==> config.mk <==
export PLATFORM = sky130hd
export DESIGN_NAME = scsc_ram
export DESIGN_NICKNAME = d
export VERILOG_FILES = /design/src/sv/scsc_ram.sv
export SDC_FILE = /design/constraint.sdc
export NUM_CORES = 1
export LEC_CHECK = 0
export BUFFER_PORTS_ARGS = -buffer_cell sky130_fd_sc_hd__buf_2
export CORE_UTILIZATION = 30
export CTS_CLUSTER_SIZE = 25
export DETAILED_ROUTE_END_ITERATION = 16
export REMOVE_ABC_BUFFERS = 1
export SETUP_SLACK_MARGIN = 0.3
export SLEW_MARGIN = 0
export SYNTH_ARGS = -nofsm -noshare
export SYNTH_HDL_FRONTEND = slang
export SYNTH_SLANG_ARGS = --single-unit
==> constraint.sdc <==
create_clock -name i_clk -period 2.85 [get_ports i_clk]
set_clock_uncertainty 0.1 [all_clocks]
set_input_delay 0.57 -clock i_clk [delete_from_list [all_inputs] [get_ports i_clk]]
set_output_delay 0.57 -clock i_clk [all_outputs]
set_load 0.02 [all_outputs]
==> src/sv/scsc_ram.sv <==
// Generic simple dual-port RAM with one write port and one registered read port.
`default_nettype none

module scsc_ram #(
    parameter int WIDTH = 8,
    parameter int DEPTH = 64,
    localparam int AW   = $clog2(DEPTH)
) (
    input  wire logic             i_clk,
    input  wire logic             i_we,
    input  wire logic [AW-1:0]    i_waddr,
    input  wire logic [WIDTH-1:0] i_wdata,
    input  wire logic [AW-1:0]    i_raddr,
    output logic      [WIDTH-1:0] o_rdata
);

    logic [WIDTH-1:0] r_mem [DEPTH];
    logic [WIDTH-1:0] r_rdata;

    // Write port and registered read
    always_ff @(posedge i_clk) begin
        if (i_we) begin
            r_mem[i_waddr] <= i_wdata;
        end
        r_rdata <= r_mem[i_raddr];
    end

    assign o_rdata = r_rdata;

endmodule

`default_nettype wire

# --- After elaboration in Yosys (flattened, before gate mapping) ---
# Memories as Yosys holds them, arrays and structs flattened. A register that Yosys moved wholly into a read port is not among the register bits.
# Cells that the tools add are included.
totals:
  ff_bits: 0
  ram_bits: 512
  in_bits: 22
  output_inout_bits: 8
  word_cells: 3
  memories: 1
classes:
  muxes: 2
memory_table:
  columns: ["name", "words", "word_bits", "rd", "rd_ports_with_merged_regs", "wr", "line_no", "rtl"]
  rows:
  - ["r_mem", 64, 8, 1, 1, 1, "17", "logic [WIDTH-1:0] r_mem [DEPTH];"]
op_table:
  columns: ["op", "count"]
  rows:
  - ["$mux W1", 2]

# --- Depth between registers and ports, before layout ---
logic_depth:
  word_depth: 2
  depth_mapped: 9
  depth_no_buf: 5

# --- Least setup slack after synthesis ---
# No wires, ideal clock.
synth_timing:
  kind: "input -> register"
  from: "in i_raddr[1]"
  to: "reg r_rdata[3] (netlist: o_rdata[3]) (read register of r_mem)"
  setup_ns: 0.128
  t_arrival_ns: 2.110
  t_required_ns: 2.622
  path_slack_ns: 0.512
  stages: 7
  path_buffers: 3
  path_cell_list: "buf_4 buf_2 buf_2 mux4_2 mux4_2 o21ai_1 o41ai_1"
synth_lines:
  columns: ["element", "line_no", "rtl"]
  rows:
  - ["from (decl)", "13", "input wire logic [AW-1:0] i_raddr,"]
  - ["to (decl)", "18", "logic [WIDTH-1:0] r_rdata;"]

==> qor.yml <==
worst_setup_path:
  critical_path_required_ps: 3230
  reg2reg_slack_ps: 700
  r2r_start: "r_mem[21][6]"
  r2r_end: "o_rdata[6]"
  critical_path.max_fanout: 40
  startpoint: "i_raddr[0]"
  start_kind: "input port"
  crit_type: "in2reg"
  worstSetupEndpointType: "flip-flop"
  cp-endpoint: "o_rdata[7]"
  worstPathArrival_ps: 2740
  ff2ff_path_depth: 6
sta:
  hold_violations: 0
  final.period_utilization_pct: 82.99
  rsz0062_at_grt: "false"
  period_needed_ps: 2365
  slew_headroom_pct: 36.88
  setup_viol: 0
  layout_setup_ws_ps: 484.8
  finalSetupTns_ps: 0
  tightestPinTransition_ps: 946.8
  drv_slew: 0
  clock.fmax_mhz: 422.8
floorplanning:
  dieArea_mm2: 0.06826
  std_cell_rows: 94
  start_util_pct: 30.51
  die_h_um: 261.3
  ios: 30
  fp.coreArea_mm2: 0.06610
  dieWidth_um: 261.3
clock_tree:
  cts_max_path_buffers: 3
  cts_root_buffer: "clkbuf_16"
  cts_hold_buf: 0
  h-tree-depth: 2
  cts_buffers: 54
  cts_tree: "done"
  worstSkewPairLatency_ps: 620
  clock-sinks: 520
  post_cts_buffers: 0
  cts_resized: 0
  clkTransAtPathRegs_ps: 60
grt:
  grt_pass1_vias: 10360
  antenna_found_initial: 3
  grt_max_degree: 65
  grt_usage_pct: 14.19
  grt_pass1_wl_mm: 70.37
  globalRouteOverflowTotal: 0
route:
  drt_pre_antenna_iters: 11
  post_drt_via_cell_ratio: 4.958
  ant_nets: 0
  drc: 3
  num_vias: 9930
  drtIter0Drc: 935
  wire_per_inst_um: 23.59
  postRouteWirelength_mm: 47.24
finish:
  multiInputGateArea_mm2: 0.004315
  final_layout_size_suffix_gt1_share_pct: 32.45
  syn2layout_area_growth_pct: 18.14
  stdcell_area_mm2: 0.02383
  register_area_mm2: 0.01553
  fin_nets: 1116
  n_fill_cell: 6077
  fin_util_pct: 36.05
pwr:
  total_power_uw: 16140
  leakage_uw: 0.007580
  powerDensity_mw_per_mm2: 677.3
  ir_drop_mv: 0.4963
run_status:
  status: "complete, but fails checks"
  violations: "DRC"
hold_path:
  hold_start: "i_raddr[5]"
  min_path_type: "in2reg"
logic_synthesis:
  synth_commonest_cells: "edfxtp_1 (512), mux4_2 (126), nor2_1 (83), mux2i_1 (23), nand2_1 (19)"
  synth_top_area_share_pct: 76.24
  synthArstFlopShare_pct: 0
  yosys_warnings: 0
  netlist_instances: 940
  ys.flop_type: "edfxtp_1"
  ys_ff_latch: 520
  synthTopCellsByArea: "edfxtp_1 (76%), mux4_2 (14%), nor2_1 (1.5%), mux2i_1 (1.1%), dfxtp_1 (0.79%)"
  yosysMostFrequentCell: "edfxtp_1"
  netlist_area_mm2: 0.02017
  synth.avg_cell_area_um2: 21.45
  seq_area_frac_synth_pct: 77.03
  yosysTopAreaCell: "edfxtp_1"
  yosysUniqueCellTypes: 40
  synth_edf_count: 512
placed_design:
  post-place-ws_ps: -157.2
  port-buffer-count: 29
  hpwl_mm: 29.87
  place_area_mm2: 0.02210
  gp_congestion: 0.7617
job:
  cap_violations: 0
==> routing by layer <==
layer  vias to the layer above  track usage (%)  part of all wire (%)  routed length (um)
li1                       4253                -                     -                   -
met1                      5295            20.27                    44               20920
met2                       312            22.20                    47               22340
met3                        68            2.884                   6.5                3058
met4                         2            3.440                   1.9                 908
met5                         -                0                 0.028                  13
==> flip-flops by register name, indices dropped and copies added (netlist names) <==
signal   cells
r_mem      512
o_rdata      8
==> cells by family (layout without fill, tap and decap cells) <==
family	after synthesis	count (layout)	share of synthesized area, %
DFF	520	520	77.03
other	0	2	0
buffers and inverters	51	248	1.570
muxes	162	162	15.94
and+or+nand+nor	153	153	3.387
AOI/OAI and AO/OA	54	54	2.072
==> worst min-delay path by stage <==
stage | end | slack [ps] | cells past startpoint
2_1_floorplan | r_mem[0][0] | 570 | 0
3_3_place_gp | o_rdata[6] | 710 | 3
3_5_place_dp | o_rdata[4] | 700 | 3
4_1_cts | o_rdata[0] | 270 | 3
5_1_grt | o_rdata[0] | 310 | 3
6_report | o_rdata[2] | 320 | 3
==> worst max-delay path: stages <==
cell and delay [ps]:
clkbuf_8 230, buf_12 320, mux4_2 570, mux4_2 480, o21ai_0 360, nand2_1 150
==> final cells by class <==
class | count | area share, %
well taps | 864 | 4.537
multi-input cells | 369 | 18.11
clock inverters | 31 | 1.103
clock buffers | 68 | 6.102
diodes | 2 | 0.02101
flip-flops and latches | 520 | 65.20
repair buffers | 149 | 4.921
==> cells in the final DEF (no fill, tap or decap), types with 7 or more instances in the layout <==
cell type	n
nand3_1	13
clkbuf_16	54
buf_4	113
nand2_1	19
clkinv_2	13
mux2i_1	23
o221ai_1	8
mux2_2	13
clkbuf_1	9
nor2b_1	14
mux4_2	126
nor2_1	83
o22ai_1	8
buf_2	26
buf_12	9
dfxtp_1	8
nor3_1	7
nand2b_1	7
clkinv_1	11
edfxtp_1	512
==> through the flow <==
step | cells | hold slack (ps)
final | 2003 | 324.6
after global routing | 2001 | 308.9
after CTS | 2001 | 274.8
after detailed placement | 1902 | 704.8
after global placement | 1902 | 714.6
after floorplan | 889 | 568.9
==> where the power goes <==
group	internal (uW)	total (uW)	switching (uW)
Sequential	8470	8500	32.0
Clock	3890	6790	2900
Combinational	339	852	513
Total	12700	16100	3440
(Power assumes the default switching activity.)
